`config.mk`:
```
export PLATFORM = sky130hd
export DESIGN_NAME = first_fit_free_list_allocator
export DESIGN_NICKNAME = d
export VERILOG_FILES = /design/src/rtl/core/ffa_pkg.sv /design/src/rtl/core/first_fit_free_list_allocator.sv /design/src/rtl/core/ffa_ram.sv /design/src/rtl/core/ffa_cell.sv
export VERILOG_INCLUDE_DIRS = /design/src /design/src/rtl/core
export SDC_FILE = /design/constraint.sdc
export NUM_CORES = 2
export LEC_CHECK = 0
export ABC_CLOCK_PERIOD_IN_PS = 17300
export BUFFER_PORTS_ARGS = -buffer_cell sky130_fd_sc_hd__buf_2
export CORE_AREA = 4 4 463 465
export CTS_CLUSTER_DIAMETER = 120
export DETAILED_ROUTE_END_ITERATION = 12
export DIE_AREA = 0 0 467 469
export PLACE_DENSITY = 0.72
export SLEW_MARGIN = 0
export SYNTH_ARGS = -nofsm -noshare
export SYNTH_HDL_FRONTEND = slang
export SYNTH_SLANG_ARGS = --single-unit
```
`constraint.sdc`:
```
create_clock -name i_clk -period 17.3 [get_ports i_clk]
set_input_delay 2.595 -clock i_clk [delete_from_list [all_inputs] [get_ports i_clk]]
set_output_delay 2.595 -clock i_clk [all_outputs]
set_load 0.05 [all_outputs]
```
`src/rtl/core/first_fit_free_list_allocator_defines.svh`:
```
// ----------------------------------------------------------------------------
// Assertion macros for the first-fit allocator
// Concurrent checks, compiled away when SYNTHESIS is set.
// ----------------------------------------------------------------------------
`ifndef FIRST_FIT_FREE_LIST_ALLOCATOR_DEFINES_SVH
`define FIRST_FIT_FREE_LIST_ALLOCATOR_DEFINES_SVH

`ifndef SYNTHESIS
// check held while out of reset
`define FFA_ASSERT(lbl, clk, rst_n, prop) \
    lbl: assert property (@(posedge clk) disable iff (!rst_n) prop) \
        else $error("allocator check failed");
// check held on every edge, reset included
`define FFA_ASSERT_ALWAYS(lbl, clk, prop) \
    lbl: assert property (@(posedge clk) prop) \
        else $error("allocator check failed");
`else
`define FFA_ASSERT(lbl, clk, rst_n, prop)
`define FFA_ASSERT_ALWAYS(lbl, clk, prop)
`endif

`endif

```
`src/rtl/core/ffa_pkg.sv`:
```
// ----------------------------------------------------------------------------
// ffa_pkg
// Shared constants and types of the first-fit free-list allocator.
// ----------------------------------------------------------------------------
package ffa_pkg;

    localparam int SLAB_BYTES   = 4096;
    localparam int MAX_SEGMENTS = 32;
    localparam int MAX_RECORDS  = 32;

    localparam int SEG_W    = 17;
    localparam int MAX_STEP = ((MAX_SEGMENTS > MAX_RECORDS) ? MAX_SEGMENTS : MAX_RECORDS) + 1;
    localparam int STEP_W   = $clog2(MAX_STEP + 1);
    localparam int REC_AW   = (MAX_RECORDS > 1) ? $clog2(MAX_RECORDS) : 1;

    localparam int IN_DATA_W  = 48;
    localparam int OUT_DATA_W = 40;

    localparam logic [2:0] STAT_OK    = 3'd0;
    localparam logic [2:0] STAT_SMALL = 3'd1;
    localparam logic [2:0] STAT_NOFIT = 3'd2;
    localparam logic [2:0] STAT_BOUND = 3'd3;
    localparam logic [2:0] STAT_FULL  = 3'd4;

    typedef struct packed {
        logic [SEG_W-1:0] off;
        logic [SEG_W-1:0] len;
    } t_seg;

    typedef struct packed {
        logic shift;
    } t_ring_ctl;

endpackage

```
`src/rtl/core/first_fit_free_list_allocator.sv`:
```
// ----------------------------------------------------------------------------
// first_fit_free_list_allocator
// First-fit heap allocator with coalescing free list held in a cell ring.
// ----------------------------------------------------------------------------
// Sequence: a request is accepted in idle, scanned over the segment ring and
//   record table, decided, then, when it changes the list, applied in an
//   update pass over the ring before the result is registered.
// Throughput: one request at a time; the next is accepted once the result is
//   loaded into the output register; a stalled result holds it off.
// Reset (sync, active low): ring holds one segment covering the slab, no
//   allocation records valid, slab_base 0. No clearing pass is needed.
// ----------------------------------------------------------------------------
module first_fit_free_list_allocator (
    input  logic                             i_clk,
    input  logic                             i_rst_n,
    // config: slab_base
    input  logic                             i_cfg_valid,
    output logic                             o_cfg_ready,
    input  logic [31:0]                      i_cfg_data,
    // request stream
    input  logic                             i_s_tvalid,
    output logic                             o_s_tready,
    input  logic [ffa_pkg::IN_DATA_W-1:0]    i_s_tdata,  // req_size[15:0], free_address[47:16]
    input  logic [0:0]                       i_s_tuser,  // op[0]: 0 allocate, 1 free
    // result stream
    output logic                             o_m_tvalid,
    input  logic                             i_m_tready,
    output logic [ffa_pkg::OUT_DATA_W-1:0]   o_m_tdata   // result_address[31:0], status[34:32]
);
    import ffa_pkg::*;

    `include "first_fit_free_list_allocator_defines.svh"

    // sequencer states
    localparam logic [2:0] ST_IDLE   = 3'd0;
    localparam logic [2:0] ST_SCAN   = 3'd1;
    localparam logic [2:0] ST_DECIDE = 3'd2;
    localparam logic [2:0] ST_APPLY  = 3'd3;
    localparam logic [2:0] ST_DONE   = 3'd4;

    // list edit applied during the update pass
    localparam logic [2:0] MD_ALLOC = 3'd0;
    localparam logic [2:0] MD_BOTH  = 3'd1;
    localparam logic [2:0] MD_PREV  = 3'd2;
    localparam logic [2:0] MD_NEXT  = 3'd3;
    localparam logic [2:0] MD_INS   = 3'd4;

    localparam logic [STEP_W-1:0] SCAN_LAST = STEP_W'(MAX_STEP - 1);
    localparam logic [STEP_W-1:0] NSEG      = STEP_W'(MAX_SEGMENTS);
    localparam logic [STEP_W-1:0] NREC      = STEP_W'(MAX_RECORDS);
    localparam logic [STEP_W-1:0] APPLY_LAST = STEP_W'(MAX_SEGMENTS - 1);

    logic [2:0]        r_state;
    logic [31:0]       r_slab_base;
    logic [STEP_W-1:0] r_cnt;
    logic [STEP_W-1:0] r_count;

    // request
    logic              r_op;
    logic [15:0]       r_size;
    logic [SEG_W-1:0]  r_off;
    logic              r_off_ok;

    // segment scan results
    logic              r_found;
    logic [STEP_W-1:0] r_fi;
    t_seg              r_fseg;
    logic [STEP_W-1:0] r_p;
    t_seg              r_pseg;
    logic              r_brk;
    t_seg              r_qseg;

    // record scan
    logic [MAX_RECORDS-1:0] r_rec_valid;
    logic              r_rd_act;
    logic              r_rv;
    logic [REC_AW-1:0] r_ridx;
    logic              r_slot_ok;
    logic              r_hit;
    logic [REC_AW-1:0] r_slot;
    logic [SEG_W-1:0]  r_hlen;
    t_seg              w_rec_rd;

    // decision
    logic [2:0]        r_mode;
    logic [2:0]        r_status;
    logic [31:0]       r_addr;
    logic [SEG_W-1:0]  r_mlen;
    logic [SEG_W-1:0]  r_nlen;
    t_seg              r_carry;

    // output register
    logic                  r_m_valid;
    logic [OUT_DATA_W-1:0] r_m_data;

    // ring
    t_ring_ctl w_ctl;
    t_seg      w_ring_q [MAX_SEGMENTS];
    t_seg      w_push;
    t_seg      w_head;

    // record RAM write
    logic              w_rec_we;
    t_seg              w_rec_wd;

    // decide-cycle terms
    logic [SEG_W-1:0]  w_need;
    logic [SEG_W:0]    w_need8;
    logic              w_mn;
    logic              w_mp;
    logic [SEG_W:0]    w_newlen;
    logic [SEG_W+1:0]  w_end;
    logic              w_succ;
    logic [SEG_W-1:0]  w_roff;
    logic [STEP_W-1:0] w_q;
    logic [31:0]       w_off32;

    assign w_head  = w_ring_q[0];
    assign w_need  = SEG_W'(r_size) + SEG_W'(4);
    assign w_need8 = (SEG_W+1)'(w_need) + (SEG_W+1)'(8);
    assign w_q     = r_p + STEP_W'(1);
    assign w_off32 = i_s_tdata[47:16] - r_slab_base - 32'd4;

    // free-side merge tests; the successor exists only when the scan broke
    assign w_mn = r_brk && ({1'b0, r_qseg.off} == ({1'b0, r_off} + {1'b0, r_hlen}));
    assign w_mp = ({1'b0, r_pseg.off} + {1'b0, r_pseg.len}) == {1'b0, r_off};
    assign w_newlen = {1'b0, r_hlen} + (w_mn ? {1'b0, r_qseg.len} : '0);
    assign w_succ   = w_mn ? ((w_q + STEP_W'(1)) < r_count) : r_brk;
    assign w_end    = {2'b0, r_off} + {1'b0, w_newlen};
    assign w_roff   = r_fseg.off + (r_fseg.len - w_need);

    assign w_rec_we = (r_state == ST_DECIDE) && !r_op && (r_size >= 16'd4) && r_found
                      && r_slot_ok;
    assign w_rec_wd = '{off: w_roff, len: w_need};

    ffa_ram #(
        .WIDTH (2 * SEG_W),
        .DEPTH (MAX_RECORDS)
    ) u_rec_ram (
        .i_clk   (i_clk),
        .i_we    (w_rec_we),
        .i_waddr (r_slot),
        .i_wdata (w_rec_wd),
        .i_raddr (r_cnt[REC_AW-1:0]),
        .o_rdata (w_rec_rd)
    );

    // ring shifts during both passes, one cell per cycle
    assign w_ctl.shift = ((r_state == ST_SCAN) && (r_cnt < NSEG)) || (r_state == ST_APPLY);

    // value fed back into the tail; plain rotation unless the update pass edits
    always_comb begin
        w_push = w_head;
        if (r_state == ST_APPLY) begin
            unique case (r_mode)
                MD_ALLOC: begin
                    if (r_cnt == r_fi) begin
                        w_push = '{off: w_head.off, len: r_fseg.len - w_need};
                    end
                end
                MD_PREV: begin
                    if (r_cnt == r_p) begin
                        w_push = '{off: w_head.off, len: r_mlen};
                    end
                end
                MD_NEXT: begin
                    if (r_cnt == w_q) begin
                        w_push = '{off: r_off, len: r_nlen};
                    end
                end
                MD_BOTH: begin
                    // successor drops out: later entries move up by one
                    if (r_cnt == r_p) begin
                        w_push = '{off: w_head.off, len: r_mlen};
                    end else if (r_cnt >= w_q) begin
                        w_push = w_ring_q[1];
                    end
                end
                MD_INS: begin
                    // new segment goes in, the rest trail one slot behind
                    if (r_cnt == w_q) begin
                        w_push = '{off: r_off, len: r_hlen};
                    end else if (r_cnt > w_q) begin
                        w_push = r_carry;
                    end
                end
                default: w_push = w_head;
            endcase
        end
    end

    genvar g;
    generate
        for (g = 0; g < MAX_SEGMENTS; g++) begin : g_cell
            t_seg w_init;
            t_seg w_d;
            if (g == 0) begin : g_first
                assign w_init = '{off: '0, len: SEG_W'(SLAB_BYTES)};
            end else begin : g_rest
                assign w_init = '0;
            end
            if (g == MAX_SEGMENTS - 1) begin : g_tail
                assign w_d = w_push;
            end else begin : g_mid
                assign w_d = w_ring_q[g+1];
            end
            ffa_cell u_cell (
                .i_clk   (i_clk),
                .i_rst_n (i_rst_n),
                .i_ctl   (w_ctl),
                .i_init  (w_init),
                .i_d     (w_d),
                .o_q     (w_ring_q[g])
            );
        end
    endgenerate

    // config port: writes land only while idle, between requests
    assign o_cfg_ready = (r_state == ST_IDLE);

    always_ff @(posedge i_clk) begin
        if (!i_rst_n) begin
            r_slab_base <= '0;
        end else if (i_cfg_valid && o_cfg_ready) begin
            r_slab_base <= i_cfg_data;
        end
    end

    assign o_s_tready = (r_state == ST_IDLE);
    assign o_m_tvalid = r_m_valid;
    assign o_m_tdata  = r_m_data;

    // control path
    always_ff @(posedge i_clk) begin
        if (!i_rst_n) begin
            r_state     <= ST_IDLE;
            r_cnt       <= '0;
            r_count     <= STEP_W'(1);
            r_rec_valid <= '0;
            r_rd_act    <= 1'b0;
            r_m_valid   <= 1'b0;
        end else begin
            if ((r_state == ST_DONE) && (!r_m_valid || i_m_tready)) begin
                r_m_valid <= 1'b1;
            end else if (i_m_tready) begin
                r_m_valid <= 1'b0;
            end
            unique case (r_state)
                ST_IDLE: begin
                    if (i_s_tvalid) begin
                        r_state  <= ST_SCAN;
                        r_cnt    <= '0;
                        r_rd_act <= 1'b0;
                    end
                end
                ST_SCAN: begin
                    r_rd_act <= (r_cnt < NREC);
                    if (r_cnt == SCAN_LAST) begin
                        r_state <= ST_DECIDE;
                    end else begin
                        r_cnt <= r_cnt + STEP_W'(1);
                    end
                end
                ST_DECIDE: begin
                    r_cnt <= '0;
                    if (!r_op && (r_size >= 16'd4) && r_found && r_slot_ok) begin
                        r_rec_valid[r_slot] <= 1'b1;
                        r_state             <= ST_APPLY;
                    end else if (r_op && r_hit && !(!w_mn && !w_mp && (r_count >= NSEG))) begin
                        r_rec_valid[r_slot] <= 1'b0;
                        r_state             <= ST_APPLY;
                    end else begin
                        r_state <= ST_DONE;
                    end
                end
                ST_APPLY: begin
                    if (r_cnt == APPLY_LAST) begin
                        r_state <= ST_DONE;
                        if (r_mode == MD_BOTH) begin
                            r_count <= r_count - STEP_W'(1);
                        end else if (r_mode == MD_INS) begin
                            r_count <= r_count + STEP_W'(1);
                        end
                    end else begin
                        r_cnt <= r_cnt + STEP_W'(1);
                    end
                end
                ST_DONE: begin
                    if (!r_m_valid || i_m_tready) begin
                        r_state <= ST_IDLE;
                    end
                end
                default: r_state <= ST_IDLE;
            endcase
        end
    end

    // data path
    always_ff @(posedge i_clk) begin
        if (r_state == ST_IDLE && i_s_tvalid) begin
            r_op      <= i_s_tuser[0];
            r_size    <= i_s_tdata[15:0];
            r_off     <= w_off32[SEG_W-1:0];
            r_off_ok  <= (w_off32[31:SEG_W] == '0);
            r_found   <= 1'b0;
            r_fi      <= '0;
            r_p       <= '0;
            r_pseg    <= w_head;
            r_brk     <= 1'b0;
            r_slot_ok <= 1'b0;
            r_hit     <= 1'b0;
        end

        if (r_state == ST_SCAN) begin
            r_rv   <= r_rec_valid[r_cnt[REC_AW-1:0]];
            r_ridx <= r_cnt[REC_AW-1:0];
            // segment under the head has index r_cnt
            if ((r_cnt < NSEG) && (r_cnt < r_count)) begin
                if (!r_found && ({1'b0, w_head.len} >= w_need8)) begin
                    r_found <= 1'b1;
                    r_fi    <= r_cnt;
                    r_fseg  <= w_head;
                end
                if (!r_brk) begin
                    if (w_head.off <= r_off) begin
                        r_p    <= r_cnt;
                        r_pseg <= w_head;
                    end else begin
                        r_brk  <= 1'b1;
                        r_qseg <= w_head;
                    end
                end
            end
            // record read issued last cycle
            if (r_rd_act) begin
                if (!r_slot_ok && !r_rv) begin
                    r_slot_ok <= 1'b1;
                    if (!r_op) begin
                        r_slot <= r_ridx;
                    end
                end
                if (!r_hit && r_rv && r_off_ok && (w_rec_rd.off == r_off)) begin
                    r_hit  <= 1'b1;
                    r_hlen <= w_rec_rd.len;
                    if (r_op) begin
                        r_slot <= r_ridx;
                    end
                end
            end
        end

        if (r_state == ST_DECIDE) begin
            r_nlen <= w_newlen[SEG_W-1:0];
            r_mlen <= (w_mp && w_mn) ? (r_pseg.len + w_newlen[SEG_W-1:0])
                                     : (r_pseg.len + r_hlen);
            if (!r_op) begin
                r_mode <= MD_ALLOC;
                if (r_size < 16'd4) begin
                    r_status <= STAT_SMALL;
                    r_addr   <= '0;
                end else if (!r_found) begin
                    r_status <= STAT_NOFIT;
                    r_addr   <= '0;
                end else if (!r_slot_ok) begin
                    r_status <= STAT_FULL;
                    r_addr   <= '0;
                end else begin
                    r_status <= STAT_OK;
                    r_addr   <= r_slab_base + 32'(w_roff) + 32'd4;
                end
            end else begin
                r_addr <= '0;
                if (w_mp && w_mn) begin
                    r_mode <= MD_BOTH;
                end else if (w_mp) begin
                    r_mode <= MD_PREV;
                end else if (w_mn) begin
                    r_mode <= MD_NEXT;
                end else begin
                    r_mode <= MD_INS;
                end
                if (!r_hit || (!w_mn && !w_mp && (r_count >= NSEG))) begin
                    r_status <= STAT_FULL;
                end else if ((w_end > (SEG_W+2)'(SLAB_BYTES))
                             || ((w_end == (SEG_W+2)'(SLAB_BYTES)) && w_succ)) begin
                    r_status <= STAT_BOUND;
                end else begin
                    r_status <= STAT_OK;
                end
            end
        end

        if (r_state == ST_APPLY) begin
            r_carry <= w_head;
        end

        if (r_state == ST_DONE && (!r_m_valid || i_m_tready)) begin
            r_m_data <= {5'b0, r_status, r_addr};
        end
    end

    // checks
    `FFA_ASSERT(a_count_range, i_clk, i_rst_n,
        (r_count >= STEP_W'(1)) && (r_count <= NSEG))
    `FFA_ASSERT(a_head_at_zero, i_clk, i_rst_n,
        (r_state == ST_IDLE) |-> (w_head.off == '0))
    `FFA_ASSERT(a_count_only_on_apply, i_clk, i_rst_n,
        (r_state == ST_DECIDE) |=> (r_count == $past(r_count)))
    `FFA_ASSERT_ALWAYS(a_reset_empty, i_clk,
        !i_rst_n |=> ((r_rec_valid == '0) && (r_count == STEP_W'(1))))

endmodule

```
`src/rtl/core/ffa_ram.sv`:
```
// ----------------------------------------------------------------------------
// ffa_ram
// Generic single-write, single-read RAM with registered read data.
// ----------------------------------------------------------------------------
module ffa_ram #(
    parameter int WIDTH = 8,
    parameter int DEPTH = 2
) (
    input  logic                                     i_clk,
    input  logic                                     i_we,
    input  logic [((DEPTH > 1) ? $clog2(DEPTH) : 1)-1:0] i_waddr,
    input  logic [WIDTH-1:0]                         i_wdata,
    input  logic [((DEPTH > 1) ? $clog2(DEPTH) : 1)-1:0] i_raddr,
    output logic [WIDTH-1:0]                         o_rdata
);

    logic [WIDTH-1:0] r_mem [DEPTH];
    logic [WIDTH-1:0] r_rdata;

    always_ff @(posedge i_clk) begin
        if (i_we) begin
            r_mem[i_waddr] <= i_wdata;
        end
        r_rdata <= r_mem[i_raddr];
    end

    assign o_rdata = r_rdata;

endmodule

```
`src/rtl/core/ffa_cell.sv`:
```
// ----------------------------------------------------------------------------
// ffa_cell
// One free-segment slot of the rotating segment ring.
// ----------------------------------------------------------------------------
module ffa_cell (
    input  logic              i_clk,
    input  logic              i_rst_n,
    input  ffa_pkg::t_ring_ctl i_ctl,
    input  ffa_pkg::t_seg     i_init,
    input  ffa_pkg::t_seg     i_d,
    output ffa_pkg::t_seg     o_q
);
    import ffa_pkg::*;

    t_seg r_seg;

    always_ff @(posedge i_clk) begin
        if (!i_rst_n) begin
            r_seg <= i_init;
        end else if (i_ctl.shift) begin
            r_seg <= i_d;
        end
    end

    assign o_q = r_seg;

endmodule

```
==> flow_summary.yaml <==
status:
  status: "complete, no violations"
route:
  num_vias: 75020
  firstDrtPassIters: 6
  drc_errors: 0
  ant_nets: 0
  drt_iter0_drc: 8843
  totalWireLength_um: 298700
  vias_per_cell: 5.963
  routedWlPerCell_um: 23.74
finish:
  layout.cells.most_common: "nand2_1"
  syn2layout_area_growth_pct: 11.29
  final_nets: 9928
  layout_common_cells: "nand2_1 (2574), edfxtp_1 (1360), dfxtp_1 (1249)"
  drive_gt1_share_pct: 11.85
  n_fill_cell: 16510
  final_core_util_pct: 58.91
critical_path:
  cp_max_fo: 36
  critPathCaptureType: "register"
  critPathKind: "register to register"
  cp.arrival_ns: 9.21
  crit_required_ns: 17.92
  start_kind: "register"
place:
  port_buffers: 123
  gp_congestion: 0.9449
  post-dp-hpwl_um: 181900
sta:
  fmax_ghz: 0.1163
  drv_slew: 0
  slew_headroom_pct: 13.68
  grt_setup_unrepaired: "false"
  fin_skew_ns: 0.09835
  fin_setup_tns_ns: 0
  setup_violations: 0
  finalCriticalPeriod_ns: 8.597
  tightestPinTransition_ns: 1.293
  hold_viol_final: 0
  period_share_pct: 49.69
synthesis:
  ys_seq_area_share_pct: 59.43
  synth_cell_types: 96
  syn_area_mm2: 0.1109
  synth_edf_count: 1360
  syn_area_per_cell_um2: 11.54
  async_flop_share_pct: 0
  syn_inst: 9610
  yosys_warnings: 0
  ys_seq_elements: 2613
  synth_flop_cell: "edfxtp_1"
cts:
  post_cts_buffers: 0
  numCtsBuffers: 285
  clockBufferDepth: 4
  clock_sinks: 2613
  worst_skew_pair.late_latency_ns: 0.92
  clk_pin_slew_ns: 0.06
  root_buffer: "clkbuf_16"
  hold_buffers: 0
  cts-resized-gates: 0
  cts.htree.levels: 5
  tritoncts: "yes"
hold_path:
  hp-class: "register to register"
power:
  p_comb_share_pct: 8.6
  clockPowerShare_pct: 42.9
  ir_worst_vdd_v: 0.0001103
  leakage_nw: 41.21
  p_switching_mw: 3.258
  internal_power_mw: 10.56
  p_per_area_mw_per_mm2: 111.9
  swShare_pct: 23.59
  power.share.sequential_pct: 48.5
global_routing:
  grt.total_usage_pct: 26.83
  grt_max_degree: 245
  grt_overflow: 0
  grt_pass1_vias: 71790
  grt_pass1_wl_um: 448000
  antenna_found_initial: 18
floorplan:
  core_area_mm2: 0.2096
  dieArea_mm2: 0.2190
  row_count: 168
  io_pins: 129
  start_util_pct: 52.93
  die_width_um: 467
  dieHeight_um: 469
flow_run:
  drv_cap: 0
[metal layers]
layer / vias up / part of all wire, % / track usage [%]
met5: - / 0.014 / 0
li1: 34060 / - / -
met3: 709 / 9.1 / 5.654
met2: 3328 / 47 / 42.79
met4: 6 / 4.9 / 12.00
met1: 36920 / 39 / 35.56
[path summary, 6_finish.rpt]
path                   from      endpoint  slack (ns)  cells after the start
hold / removal    r_addr[2]  o_m_tdata[2]        0.42                      0
hold reg to reg   r_addr[2]  o_m_tdata[2]        0.42                      0
setup / recovery  r_size[2]    r_addr[25]        8.70                     27
setup reg to reg  r_size[2]    r_addr[25]        8.70                     27
[synthesized netlist by cell type, types with 17 or more instances]
| master | number | area [µm²] |
|---|---|---|
| a21o_1 | 58 | 435.4 |
| o211ai_1 | 53 | 397.9 |
| nor3b_1 | 28 | 210.2 |
| inv_1 | 200 | 750.7 |
| nor2_1 | 260 | 975.9 |
| buf_1 | 37 | 138.9 |
| o21bai_1 | 17 | 127.6 |
| clkbuf_1 | 558 | 2095 |
| nand2_1 | 2576 | 9669 |
| or3_1 | 28 | 175.2 |
| and3_1 | 67 | 419.2 |
| a41oi_1 | 40 | 350.3 |
| xor2_1 | 78 | 683.2 |
| ha_1 | 272 | 3403 |
| nand3_1 | 65 | 325.3 |
| mux2i_1 | 74 | 740.7 |
| dfxtp_1 | 1253 | 25080 |
| mux2_2 | 26 | 292.8 |
| a211oi_1 | 59 | 442.9 |
| o21a_1 | 27 | 202.7 |
| a21oi_1 | 170 | 850.8 |
| o221ai_1 | 21 | 183.9 |
| mux4_2 | 350 | 7883 |
| nor3_1 | 72 | 360.4 |
| and2_1 | 44 | 275.3 |
| edfxtp_1 | 1360 | 40840 |
| a221oi_1 | 28 | 245.2 |
| nor4_1 | 24 | 150.1 |
| xnor2_1 | 132 | 1156 |
| nand2b_1 | 18 | 112.6 |
| o21ai_0 | 174 | 870.8 |
| nand4_1 | 66 | 412.9 |
| a21boi_0 | 1110 | 8333 |
| nor2b_1 | 33 | 206.5 |
[cell type report]
| class | instances | area, µm² | share of cell area (%) |
|---|---|---|---|
| sequential | 2613 | 65940 | 53.41 |
| inverter | 200 | 753.2 | 0.6101 |
| multi-input combinational | 6181 | 42320 | 34.28 |
| timing repair buffer | 279 | 1872 | 1.516 |
| antenna | 13 | 32.53 | 0.02635 |
| clock buffer | 396 | 8071 | 6.538 |
| clock inverter | 93 | 958.4 | 0.7763 |
| tap | 2805 | 3510 | 2.843 |
[critical path, stage by stage (launching register included)]
cell and delay, ns:
edfxtp_1 0.51, inv_1 0.72, ha_1 0.94, inv_1 0.11
ha_1 0.33, inv_1 0.05, a21oi_1 0.33, o211a_1 0.22
nor2_1 0.05, xnor2_1 0.21, ha_1 0.34, and2_1 0.19
o21ai_0 0.14, o31ai_1 0.13, o41ai_1 0.68, o21bai_1 0.12
a21oi_1 0.26, xnor2_2 0.15, buf_4 0.36, ha_1 0.31
ha_1 0.33, and3_1 0.16, a21oi_1 0.17, o211ai_1 0.15
a41oi_1 0.83, nor3b_1 0.17, xnor2_1 0.24, nor2_1 0.07
[sequential cells by signal, summed over array words and instances, names as in the netlist, 32 cells and up, named ones only]
signal and count:
o_m_tdata 35, r_carry 34, g_cell.u_cell.o_q 1088, r_slab_base 32
r_addr 32, r_fseg 34, r_pseg 34, u_rec_ram.r_mem 1088
u_rec_ram.o_rdata 34, r_qseg 34
[through the flow]
stage,power [mW],setup WS (ns),instances,instance area (µm²),hold WS [ns]
final,13.81,8.703,12580,123500,0.4200
after CTS,13.90,8.789,12570,123400,0.4183
after global routing,14.27,8.079,12570,123400,0.4266
after global placement,7.992,8.804,12080,114400,0.4036
after detailed placement,8.013,8.819,12080,114400,0.4045
after floorplan,7.613,9.910,9614,110900,0.3855
[power groups by stage]
| stage | clock [mW] | sequential, mW | combinational [mW] |
|---|---|---|---|
| floorplan | 0 | 6.82 | 0.792 |
| global placement | 0 | 6.84 | 1.16 |
| detailed placement | 0 | 6.84 | 1.18 |
| CTS | 6.01 | 6.70 | 1.18 |
| global route | 6.28 | 6.70 | 1.29 |
| finish | 5.92 | 6.70 | 1.19 |
[kinds of logic after synthesis]
kind of cell / after synthesis / share of synthesized area, %
AO/OA/AOI/OAI: 1901 / 12.41
AND/OR/NAND/NOR: 3332 / 12.37
adder cells (fa/ha/maj): 282 / 3.248
multiplexers: 451 / 8.048
flip-flops: 2613 / 59.43
buffers and inverters: 820 / 2.841
XOR/XNOR: 210 / 1.658
other: 1 / 0.003380
No activity file was read; power rests on OpenSTA's default activity.
